[config.mk]
export PLATFORM = sky130hd
export DESIGN_NAME = bitmap_allocator_find_first_zero_top
export DESIGN_NICKNAME = d
export VERILOG_FILES = /design/src/bfz_pkg.sv /design/src/bfz_map.sv /design/src/bfz_scan.sv /design/src/bfz_ctrl.sv /design/src/bitmap_allocator_find_first_zero_top.sv
export SDC_FILE = /design/constraint.sdc
export NUM_CORES = 2
export LEC_CHECK = 0
export BUFFER_PORTS_ARGS = -buffer_cell sky130_fd_sc_hd__buf_2
export CAP_MARGIN = 10
export CORE_ASPECT_RATIO = 2
export CORE_MARGIN = 2
export CORE_UTILIZATION = 35
export DETAILED_ROUTE_END_ITERATION = 10
export HOLD_SLACK_MARGIN = 0.08
export PLACE_DENSITY = 0.47
export REMOVE_ABC_BUFFERS = 1
export SLEW_MARGIN = 20
export SYNTH_ARGS = -nofsm -noshare
export SYNTH_HDL_FRONTEND = slang
export SYNTH_SLANG_ARGS = --single-unit
[constraint.sdc]
create_clock -name clk_i -period 15.03 [get_ports clk_i]
set_input_delay 0.7515 -clock clk_i [delete_from_list [all_inputs] [get_ports clk_i]]
set_output_delay 0.7515 -clock clk_i [all_outputs]
set_load 0.01 [all_outputs]
[src/bfz_pkg.sv]
// ---------------------------------------------------------------------------
// bfz_pkg
// Types, constants and helpers shared by the bitmap allocator modules.
// ---------------------------------------------------------------------------
`timescale 1ns / 1ps

package bfz_pkg;

  localparam int WORD_BITS  = 32;
  localparam int NUM_WORDS  = 32;
  localparam int MAX_BITS   = 1024;
  localparam int CNT_W      = 11;
  localparam int BIT_W      = 10;
  localparam int WIDX_W     = 5;
  localparam int BPOS_W     = 5;
  localparam int NW_W       = 6;
  localparam int CMD_W      = 3;

  typedef enum logic [CMD_W-1:0] {
    CMD_SET    = 3'd0,
    CMD_CLR    = 3'd1,
    CMD_TEST   = 3'd2,
    CMD_FIND   = 3'd3,
    CMD_CLRALL = 3'd4,
    CMD_LOAD   = 3'd5
  } cmd_e;

  typedef enum logic {
    ST_IDLE,
    ST_EXEC
  } state_e;

  typedef struct packed {
    logic [CMD_W-1:0]     command;
    logic [BIT_W-1:0]     bit_index;
    logic [WIDX_W-1:0]    word_index;
    logic [WORD_BITS-1:0] word_data;
  } item_t;

  typedef struct packed {
    logic             ok;
    logic [BIT_W-1:0] found_index;
  } result_t;

  typedef struct packed {
    logic [WIDX_W-1:0]    rd_addr;
    logic                 wr_en;
    logic [WIDX_W-1:0]    wr_addr;
    logic [WORD_BITS-1:0] wr_data;
    logic                 clr_all;
  } map_req_t;

  typedef struct packed {
    logic [WIDX_W-1:0] addr;
    logic [CNT_W-1:0]  count;
  } scan_req_t;

  typedef struct packed {
    logic             zero_found;
    logic             in_range;
    logic [BIT_W-1:0] index;
  } scan_res_t;

  function automatic logic [BPOS_W-1:0] first_zero(input logic [WORD_BITS-1:0] w);
    logic [BPOS_W-1:0] pos;
    pos = '0;
    for (int i = WORD_BITS - 1; i >= 0; i--) begin
      if (!w[i]) begin
        pos = BPOS_W'(i);
      end
    end
    return pos;
  endfunction

endpackage

[src/bfz_map.sv]
// ---------------------------------------------------------------------------
// bfz_map
// Bitmap word store: one write port, one registered read port, per-word
// valid bits so that reset and clear-all read back as zero words.
// ---------------------------------------------------------------------------
`timescale 1ns / 1ps

module bfz_map
  import bfz_pkg::*;
(
  input  logic                 clk_i,
  input  logic                 rst_ni,
  input  map_req_t             req_i,
  output logic [WORD_BITS-1:0] rd_word_o
);

  logic [WORD_BITS-1:0] mem_q [NUM_WORDS];
  logic [NUM_WORDS-1:0] vld_q;
  logic [WORD_BITS-1:0] rd_data_q;
  logic                 rd_vld_q;

  always_ff @(posedge clk_i) begin
    if (req_i.wr_en) begin
      mem_q[req_i.wr_addr] <= req_i.wr_data;
    end
    rd_data_q <= mem_q[req_i.rd_addr];
  end

  always_ff @(posedge clk_i or negedge rst_ni) begin
    if (!rst_ni) begin
      vld_q    <= '0;
      rd_vld_q <= 1'b0;
    end else begin
      rd_vld_q <= vld_q[req_i.rd_addr];
      if (req_i.clr_all) begin
        vld_q <= '0;
      end else if (req_i.wr_en) begin
        vld_q[req_i.wr_addr] <= 1'b1;
      end
    end
  end

  assign rd_word_o = rd_vld_q ? rd_data_q : '0;

endmodule

[src/bfz_scan.sv]
// ---------------------------------------------------------------------------
// bfz_scan
// Word scan unit: locates the lowest zero bit of one word and checks the
// resulting bit index against the tracked bit count.
// ---------------------------------------------------------------------------
`timescale 1ns / 1ps

module bfz_scan
  import bfz_pkg::*;
(
  input  logic [WORD_BITS-1:0] word_i,
  input  scan_req_t            req_i,
  output scan_res_t            res_o
);

  logic [BPOS_W-1:0] pos;
  logic [BIT_W-1:0]  idx;

  assign pos = first_zero(word_i);
  assign idx = {req_i.addr, pos};

  assign res_o.zero_found = ~&word_i;
  assign res_o.in_range   = {1'b0, idx} < req_i.count;
  assign res_o.index      = idx;

endmodule

[src/bfz_ctrl.sv]
// ---------------------------------------------------------------------------
// bfz_ctrl
// Command sequencer: latches a command, drives the word store and the scan
// unit one word per cycle, keeps the search hint and the bit count register.
// ---------------------------------------------------------------------------
`timescale 1ns / 1ps

module bfz_ctrl
  import bfz_pkg::*;
(
  input  logic                 clk_i,
  input  logic                 rst_ni,
  input  logic                 start,
  input  item_t                item_i,
  output logic                 busy,
  input  logic                 cfg_valid_i,
  input  logic [CNT_W-1:0]     cfg_data_i,
  output logic                 cfg_ready_o,
  input  logic [WORD_BITS-1:0] rd_word_i,
  output map_req_t             map_req_o,
  output scan_req_t            scan_req_o,
  input  scan_res_t            scan_res_i,
  output logic                 res_strobe_o,
  output result_t              res_o
);

  state_e            state_q, state_d;
  item_t             item_q;
  logic [WIDX_W-1:0] addr_q, addr_d;
  logic [WIDX_W-1:0] hint_q, hint_d;
  logic [CNT_W-1:0]  cnt_q;
  logic              strobe_q;
  result_t           res_q, res_d;
  logic              done;

  logic [CNT_W-1:0]  eff_cnt;
  logic [CNT_W:0]    cnt_rnd;
  logic [NW_W-1:0]   nw;
  logic [NW_W-1:0]   addr_inc;
  logic              idx_ok;
  logic [WORD_BITS-1:0] mask;
  logic              accept;

  assign accept   = start && (state_q == ST_IDLE);
  assign eff_cnt  = (cnt_q > CNT_W'(MAX_BITS)) ? CNT_W'(MAX_BITS) : cnt_q;
  assign cnt_rnd  = {1'b0, eff_cnt} + (CNT_W+1)'(WORD_BITS - 1);
  assign nw       = cnt_rnd[BPOS_W+NW_W-1:BPOS_W];
  assign addr_inc = {1'b0, addr_q} + NW_W'(1);
  assign idx_ok   = {1'b0, item_q.bit_index} < eff_cnt;
  assign mask     = WORD_BITS'(1) << item_q.bit_index[BPOS_W-1:0];

  assign scan_req_o.addr  = addr_q;
  assign scan_req_o.count = eff_cnt;

  always_comb begin
    state_d = state_q;
    case (state_q)
      ST_IDLE: begin
        if (start) state_d = ST_EXEC;
      end
      ST_EXEC: begin
        if (done) state_d = ST_IDLE;
      end
      default: state_d = ST_IDLE;
    endcase
  end

  always_comb begin
    done              = 1'b0;
    res_d             = '0;
    addr_d            = addr_q;
    hint_d            = hint_q;
    map_req_o         = '0;
    map_req_o.rd_addr = addr_q;
    case (state_q)
      ST_IDLE: begin
        if (item_i.command == CMD_FIND) begin
          addr_d = hint_q;
        end else begin
          addr_d = item_i.bit_index[BIT_W-1:BPOS_W];
        end
        map_req_o.rd_addr = addr_d;
      end
      ST_EXEC: begin
        done = 1'b1;
        case (item_q.command)
          CMD_SET: begin
            if (idx_ok) begin
              map_req_o.wr_en   = 1'b1;
              map_req_o.wr_addr = addr_q;
              map_req_o.wr_data = rd_word_i | mask;
              res_d.ok          = 1'b1;
            end
          end
          CMD_CLR: begin
            if (idx_ok) begin
              map_req_o.wr_en   = 1'b1;
              map_req_o.wr_addr = addr_q;
              map_req_o.wr_data = rd_word_i & ~mask;
              hint_d            = '0;
              res_d.ok          = 1'b1;
            end
          end
          CMD_TEST: begin
            res_d.ok = idx_ok && ((rd_word_i & mask) != '0);
          end
          CMD_FIND: begin
            if ({1'b0, addr_q} < nw) begin
              if (scan_res_i.zero_found) begin
                if (scan_res_i.in_range) begin
                  res_d.ok          = 1'b1;
                  res_d.found_index = scan_res_i.index;
                  hint_d            = addr_q;
                end
              end else if (addr_inc < nw) begin
                done              = 1'b0;
                addr_d            = addr_inc[WIDX_W-1:0];
                map_req_o.rd_addr = addr_d;
              end
            end
          end
          CMD_CLRALL: begin
            map_req_o.clr_all = 1'b1;
            res_d.ok          = 1'b1;
          end
          CMD_LOAD: begin
            if ({1'b0, item_q.word_index} < nw) begin
              map_req_o.wr_en   = 1'b1;
              map_req_o.wr_addr = item_q.word_index;
              map_req_o.wr_data = item_q.word_data;
              res_d.ok          = 1'b1;
            end
          end
          default: begin
            res_d = '0;
          end
        endcase
      end
      default: begin
        done = 1'b0;
      end
    endcase
  end

  always_ff @(posedge clk_i or negedge rst_ni) begin
    if (!rst_ni) begin
      state_q  <= ST_IDLE;
      addr_q   <= '0;
      hint_q   <= '0;
      cnt_q    <= CNT_W'(MAX_BITS);
      strobe_q <= 1'b0;
    end else begin
      state_q  <= state_d;
      addr_q   <= addr_d;
      hint_q   <= hint_d;
      strobe_q <= (state_q == ST_EXEC) && done;
      if (cfg_valid_i && cfg_ready_o) begin
        cnt_q <= cfg_data_i;
      end
    end
  end

  always_ff @(posedge clk_i) begin
    if (accept) begin
      item_q <= item_i;
    end
    res_q <= res_d;
  end

  assign busy         = (state_q != ST_IDLE);
  assign cfg_ready_o  = (state_q == ST_IDLE);
  assign res_strobe_o = strobe_q;
  assign res_o        = res_q;

endmodule

[src/bitmap_allocator_find_first_zero_top.sv]
// ---------------------------------------------------------------------------
// bitmap_allocator_find_first_zero_top
// Bitmap allocator over 32 words of 32 bits with set, clear, test,
// find-first-zero, clear-all and load-word commands.
//
//   channel   signals                         handshake
//   command   start, item_i                   beat when start & !busy
//   config    cfg_valid_i, cfg_data_i         beat when cfg_valid_i & cfg_ready_o
//   result    res_strobe_o, res_o             one-cycle strobe, no backpressure
//
// Find holds busy while it scans the bitmap words one at a time (1 to 32 words),
// limited by the single read port of the word store; every other command
// finishes on its first pass through ST_EXEC. The result strobe rises in the
// cycle that busy drops. A new command beat may land in the strobe cycle.
// Reset clears the per-word valid bits at once; no clearing pass is needed.
// ---------------------------------------------------------------------------
`timescale 1ns / 1ps

module bitmap_allocator_find_first_zero_top
  import bfz_pkg::*;
(
  input  logic             clk_i,
  input  logic             rst_ni,
  input  logic             start,
  input  item_t            item_i,
  output logic             busy,
  input  logic             cfg_valid_i,
  input  logic [CNT_W-1:0] cfg_data_i,
  output logic             cfg_ready_o,
  output logic             res_strobe_o,
  output result_t          res_o
);

  map_req_t             map_req;
  scan_req_t            scan_req;
  scan_res_t            scan_res;
  logic [WORD_BITS-1:0] rd_word;

  bfz_ctrl u_ctrl (
    .clk_i        (clk_i),
    .rst_ni       (rst_ni),
    .start        (start),
    .item_i       (item_i),
    .busy         (busy),
    .cfg_valid_i  (cfg_valid_i),
    .cfg_data_i   (cfg_data_i),
    .cfg_ready_o  (cfg_ready_o),
    .rd_word_i    (rd_word),
    .map_req_o    (map_req),
    .scan_req_o   (scan_req),
    .scan_res_i   (scan_res),
    .res_strobe_o (res_strobe_o),
    .res_o        (res_o)
  );

  bfz_map u_map (
    .clk_i     (clk_i),
    .rst_ni    (rst_ni),
    .req_i     (map_req),
    .rd_word_o (rd_word)
  );

  bfz_scan u_scan (
    .word_i (rd_word),
    .req_i  (scan_req),
    .res_o  (scan_res)
  );

endmodule

==> After elaboration in Yosys (flattened, before gate mapping) <==
Memories as Yosys holds them, arrays and structs flattened. A register that Yosys moved wholly into a read port is not among the register bits.
Index checks and enable logic that the tools add are counted.
{ "op_classes": {"n_bitwise": 9, "shift": 1, "n_addsub": 2, "order_cmp": 9, "n_mul": 0, "muxes": 73, "n_reduce_logical": 13, "eq_ne": 10, "div_mod_pow": 0} }
{ "ops": {"columns": ["op", "count"], "rows": [
  ["5-bit 2-to-1 mux", 41],
  ["38-bit 2-to-1 mux", 3],
  ["38-bit case mux with 3 select lines", 1],
  ["32-bit 2-to-1 mux", 3],
  ["32-bit AND", 2],
  ["32-bit bitwise OR", 2],
  ["11-bit 2-to-1 mux", 4],
  ["39-bit 2-to-1 mux", 1],
  ["32-bit NOT", 1],
  ["32-bit AND reduction", 1],
  ["32-bit nonzero test", 1],
  ["1-bit by 5-bit << shifter with 32-bit output, first input constant", 1],
  ["10-bit by 11-bit < comparator with 1-bit output", 2],
  ["5-bit case mux with 2 select lines", 2],
  ["1-bit 2-to-1 mux", 14],
  ["5-bit by 6-bit < comparator with 1-bit output", 2],
  ["5-bit by 6-bit < comparator with 1-bit output, second input constant", 2],
  ["11-bit by 5-bit adder with 11-bit output, second input constant", 1],
  ["11-bit > comparator, second input constant", 1],
  ["3-bit by 2-bit equality test with 1-bit output, second input constant", 3],
  ["5-bit by 1-bit adder with 6-bit output, second input constant", 1],
  ["3-bit equality test, second input constant", 2],
  ["6-bit < comparator", 1],
  ["6-bit AND reduction", 1],
  ["other kinds (14)", 24]
]} }
{ "totals": {"out_inout_bits": 14, "inputBits": 65, "ram_bits": 1024, "latch_bits": 0, "mem_count": 1, "reg_bits": 117, "wordCells": 131, "mem_bits_ro": 0} }
{ "mem_list": {"columns": ["memory", "words", "width", "rd", "rd_ports_with_merged_regs", "wr", "line", "rtl"], "rows": [
  ["u_map.mem_q", 32, 32, 1, 1, 1, "bfz_map.sv:17", "logic [WORD_BITS-1:0] mem_q [NUM_WORDS];"]
]} }

==> Logic depth before layout (Yosys ltp) <==
{ "logic_depth": {"ltp_word": 38, "depth_mapped": 21, "depth_no_buf": 19} }

==> Modules after synthesis <==
From an unflattened synthesis, not the netlist that was laid out.
{ "hier_totals": {"hier_cells": 3046, "area_unflattened_um2": 48103.6} }
{ "modules_own_cells": {"columns": ["module", "cells_per_inst", "area_each_um2", "seq_area_each_um2", "n_inst"], "rows": [
  ["bfz_map", 2434, 42114.1, 32215.9, 1],
  ["bfz_ctrl", 504, 5317.6, 2298.5, 1],
  ["bfz_scan", 108, 671.9, 0.0, 1]
]} }

==> Worst setup path before layout <==
OpenSTA, ideal clock, no wires.
{ "synth_path": {"path_kind": "reg2reg", "from": "register u_ctrl.cnt_q[1]", "to": "memory u_map.mem_q[30][0], enable pin", "setup_time_ns": 0.471, "path_stages_with_launch": 13, "period_less_slack_ns": 6.037, "arrival_time_ns": 5.567, "path_buffers": 1, "slack_ns": 8.993, "t_required_ns": 14.559, "cell_sequence": "dfrtp_1 -> or4_4 -> o41ai_1 -> nand2_1 -> ha_1 -> o21ai_0 -> a21oi_1 -> o211ai_1 -> and2_1 -> clkbuf_1 -> a22o_1 -> nand2_1 -> nor3b_1"} }
{ "synth_via": {"elab_chain_len": 9} }
{ "synth_rtl": {"columns": ["item", "line", "rtl"], "rows": [
  ["start, declared", "bfz_ctrl.sv:31", "logic [CNT_W-1:0] cnt_q;"],
  ["start signal, assigned", "bfz_ctrl.sv:150", "cnt_q <= CNT_W'(MAX_BITS);"],
  ["start signal, assigned", "bfz_ctrl.sv:158", "cnt_q <= cfg_data_i;"],
  ["11-bit > comparator", "bfz_ctrl.sv:45", "assign eff_cnt = (cnt_q > CNT_W'(MAX_BITS)) ? CNT_W'(MAX_BITS) : cnt_q;"],
  ["11-bit 2-to-1 mux (*)", "bfz_ctrl.sv:45", null],
  ["11-bit by 5-bit adder with 11-bit output", "bfz_ctrl.sv:46", "assign cnt_rnd = {1'b0, eff_cnt} + (CNT_W+1)'(WORD_BITS - 1);"],
  ["5-bit by 6-bit < comparator with 1-bit output", "bfz_ctrl.sv:127", "if ({1'b0, item_q.word_index} < nw) begin"],
  ["38-bit 2-to-1 mux", "bfz_ctrl.sv:127", null],
  ["38-bit case mux with 3 select lines (*)", "bfz_ctrl.sv:86", "case (item_q.command)"],
  ["39-bit 2-to-1 mux (*)", "bfz_ctrl.sv:75", "case (state_q)"],
  ["1-bit 2-to-1 mux", "bfz_map.sv:23", "if (req_i.wr_en) begin"],
  ["1-bit 2-to-1 mux (implied by the code)", "bfz_map.sv:24", "mem_q[req_i.wr_addr] <= req_i.wr_data;"],
  ["end, declared", "bfz_map.sv:17", null]
]} }
Mark *: on every way between the ends. The rest lies on a longest branch, timed or not.

==> Final worst setup path <==
{ "layout_path": {"from": "register u_ctrl.cnt_q[1]", "to": "register u_map.rd_data_q[24] (read register of u_map.mem_q)"} }
{ "layout_via": {"elab_chain_len": 9} }
{ "layout_rtl": {"columns": ["item", "line", "rtl"], "rows": [
  ["11-bit > comparator", "bfz_ctrl.sv:45", null],
  ["11-bit 2-to-1 mux (*)", "bfz_ctrl.sv:45", null],
  ["11-bit by 5-bit adder with 11-bit output (*)", "bfz_ctrl.sv:46", null],
  ["6-bit < comparator", "bfz_ctrl.sv:115", "end else if (addr_inc < nw) begin"],
  ["5-bit 2-to-1 mux (2 in a row)", null, null],
  ["5-bit 2-to-1 mux (*)", null, null],
  ["5-bit 2-to-1 mux (*)", "bfz_ctrl.sv:86", null],
  ["5-bit case mux with 2 select lines (*)", "bfz_ctrl.sv:75", null],
  ["end, declared", "bfz_map.sv:19", "logic [WORD_BITS-1:0] rd_data_q;"]
]} }
Marked as above.
A chain may end at the register's enable or synchronous reset.

==> flow_summary.yaml <==
yosys:
  synth-simple-area-share_pct: 9.91
  ys_warn_count: 0
  synth_seq_cells: 1173
  synth_compound_area_share_pct: 12.9
  syn_area_per_cell_um2: 13.5
  synth_edf_count: 1074
  ys_seq_area_share_pct: 73.1
  synth_adder_area_share_pct: 0.848
  syn_inst: 3496
  synth_area_mm2: 0.0472
  ys.flop_type: "edfxtp_1"
  ys_types: 75
  synth_top_family_by_area: "compound AO/OA/AOI/OAI gates"
  synth_xor_area_share_pct: 0.148
  async_flop_share_pct: 4.77
  synthMuxAreaShare_pct: 0.588
run:
  maxCapViolCount: 0
critical_path:
  start_kind: "flop"
  crit_arrival_ns: 7.18
  r2r_start: "u_ctrl.cnt_q[1]"
  ff2ff_setup_slack_ns: 8.45
  crit_start: "u_ctrl.cnt_q[1]"
  reg2regPathDepth: 16
  regToRegEndpoint: "u_map.rd_data_q[24]"
  crit_fanout: 79
  critPathKind: "flop to flop"
  critPathRequiredTime_ns: 15.63
  end_kind: "flop"
  cp-endpoint: "u_map.rd_data_q[24]"
layout:
  fin_area_mm2: 0.0532
  final_cell_mix: "edfxtp_1 (1074), nand2_1 (848), a21oi_1 (280)"
  layout-drive-gt1-share_pct: 11.8
  post-route-util_pct: 39.7
  instances_no_fill: 5367
  area_delta_synth_final_pct: 12.6
  layout.cells.most_common: "edfxtp_1"
  fin_nets: 3647
global_routing:
  grt_pass1_wl_um: 219000
  antenna_found_initial: 2
  grt_pass1_vias: 29900
  grt_max_degree: 197
  grt_use_total_pct: 22.3
  overflow: 0
sta:
  min_period_over_period_pct: 43.8
  worst_pin_slew_ns: 1.18
  min_period_ns: 6.58
  finalSetupTns_ns: 0
  slew_headroom_pct: 21.0
  grt_setup_unrepaired: "no"
  skew_ns: 0.0359
  fmaxAchievable_mhz: 152
  setup_viol: 0
  hold_viol: 0
  worst_hold_slack_ns: 0.175
  maxSlewViolCount: 0
placement:
  port_buffers: 78
  gp_congestion: 0.813
  hpwlAfterDp_um: 82900
  dp.cells: 5170
  dpl_cell_area_mm2: 0.0498
clocking:
  post_cts_resized: 0
  cts_setup_buffers: 0
  htreeDepth: 3
  clkSlewWorstSetupHoldPaths_ns: 0.06
  cts_buffer_depth: 3
  cts-hold-fix-buffers: 0
  cts_sinks: 1173
  root_buffer: "clkbuf_16"
  cts_buffers: 106
  cts_tree: "done"
  clk_latency_ns: 0.73
floorplan:
  die_w_um: 264
  ios: 79
  initial_core_util_pct: 35.2
  fp.dieH_um: 524
  num_rows: 190
  core-area_mm2: 0.134
  die_area_mm2: 0.138
detailed_routing:
  drt_first_pass_iters: 6
  wl_per_cell_um: 29.3
  vias_per_cell: 5.76
  drtIter0Drc: 2768
  drt.antenna.violating_nets: 0
  vias: 30900
  drt_wl_total_um: 157000
  remaining_drc_errors: 0
run_status:
  status: "finished, final reports clean"
worst_hold_path:
  hp-class: "input port to async pin"
power:
  power_density_mw_per_mm2: 139
  p_leak_nw: 17.5
  irDropWorstVdd_uv: 90.9
cell families after synthesis:
family                     Yosys count
DFF                               1173
and+or+nand+nor                   1119
AOI/OAI and AO/OA                  884
buffers and inverters              258
adders and majority gates           32
muxes                               22
xor gates and xnor gates             8
state kept, by name, summed over array words and instances, names as in the netlist:
signal and flops:
u_ctrl.addr_q 5, u_ctrl.busy 1, u_ctrl.cnt_q 11, u_ctrl.hint_q 5, u_ctrl.item_q 50, u_ctrl.res_o 11
u_ctrl.res_strobe_o 1, u_map.mem_q 1024, u_map.rd_data_q 32, u_map.rd_vld_q 1, u_map.vld_q 32
where the power goes:
part / switching [W] / total [W] / internal (W)
registers: 0.000134 / 0.00373 / 0.00359
clock network: 0.00121 / 0.00269 / 0.00148
logic: 0.000677 / 0.00100 / 0.000327
final cells by class:
| type | count | area [um^2] |
|---|---|---|
| fill | 12600 | 80900 |
| sequential | 1173 | 34500 |
| multi-input combinational | 2065 | 11800 |
| clock buffer | 145 | 2920 |
| tap | 1728 | 2160 |
| timing repair buffer | 187 | 1270 |
| clock inverter | 51 | 445 |
| inverter | 17 | 71.3 |
| antenna | 1 | 2.50 |
layer usage:
| layer | vias to the layer above | wire [um] | track usage, % |
|---|---|---|---|
| met1 | 16100 | 62300 | 27.2 |
| li1 | 13500 | - | - |
| met4 | 0 | 6050 | 8.58 |
| met3 | 281 | 7940 | 2.70 |
| met5 | - | 0 | 0 |
| met2 | 1050 | 81200 | 40.3 |
cells in the mapped netlist, types with 8 or more instances:
cell type     n  area, um^2
edfxtp_1   1074       32300
nand2_1     850        3190
a21oi_1     280        1400
a32oi_1     268        2350
o22ai_1     134         838
buf_2       132         661
nor2_1       91         342
clkbuf_1     82         308
dfrtp_1      55        1380
dfxtp_1      43         861
nand3_1      43         215
a22oi_1      35         263
o21ai_0      35         175
ha_1         32         400
nor4_1       29         181
o21a_1       28         210
o211ai_1     21         158
nand2b_1     18         113
o31ai_1      17         128
mux2_2       16         180
nor3_1       16        80.1
buf_1        15        56.3
inv_1        15        56.3
a21o_1       14         105
nand4_1      13        81.3
nor2b_1      12        75.1
nor4_2       12         150
buf_4        10        75.1
a31oi_1       8        50.1
critical path, cell delays in order, from the launching register on:
cell,delay [ns]
dfrtp_1,0.41
or4_4,0.60
o41ai_1,0.59
nand2_1,0.28
ha_1,0.28
nor3_1,0.23
nor4b_1,0.32
o31ai_1,0.21
a211oi_4,0.42
a31o_2,0.24
a2bb2oi_4,0.51
buf_4,0.71
buf_4,0.81
a21oi_1,0.08
a32oi_1,0.22
o22ai_1,0.15
nor4_1,0.34
worst min path at each step:
stage	start	to	slack, ns	depth (start not counted)
floorplan	u_map.vld_q[20]	u_map.vld_q[20]	0.45	1
global placement	u_map.vld_q[4]	u_map.vld_q[4]	0.46	1
detailed placement	u_map.vld_q[23]	u_map.vld_q[23]	0.47	1
CTS	item_i[22]	u_ctrl.item_q[22]	0.15	1
global route	item_i[22]	u_ctrl.item_q[22]	0.18	1
finish	rst_ni	u_ctrl.busy	0.18	2
per-stage QoR:
step,setup slack (ns),total power (W)
5_1_grt,7.95,0.00768
6_report,8.45,0.00742
3_3_place_gp,8.67,0.00480
3_5_place_dp,8.55,0.00480
2_1_floorplan,-1.78,0.00455
4_1_cts,8.49,0.00748
No activity file was read; power rests on OpenSTA's default activity.
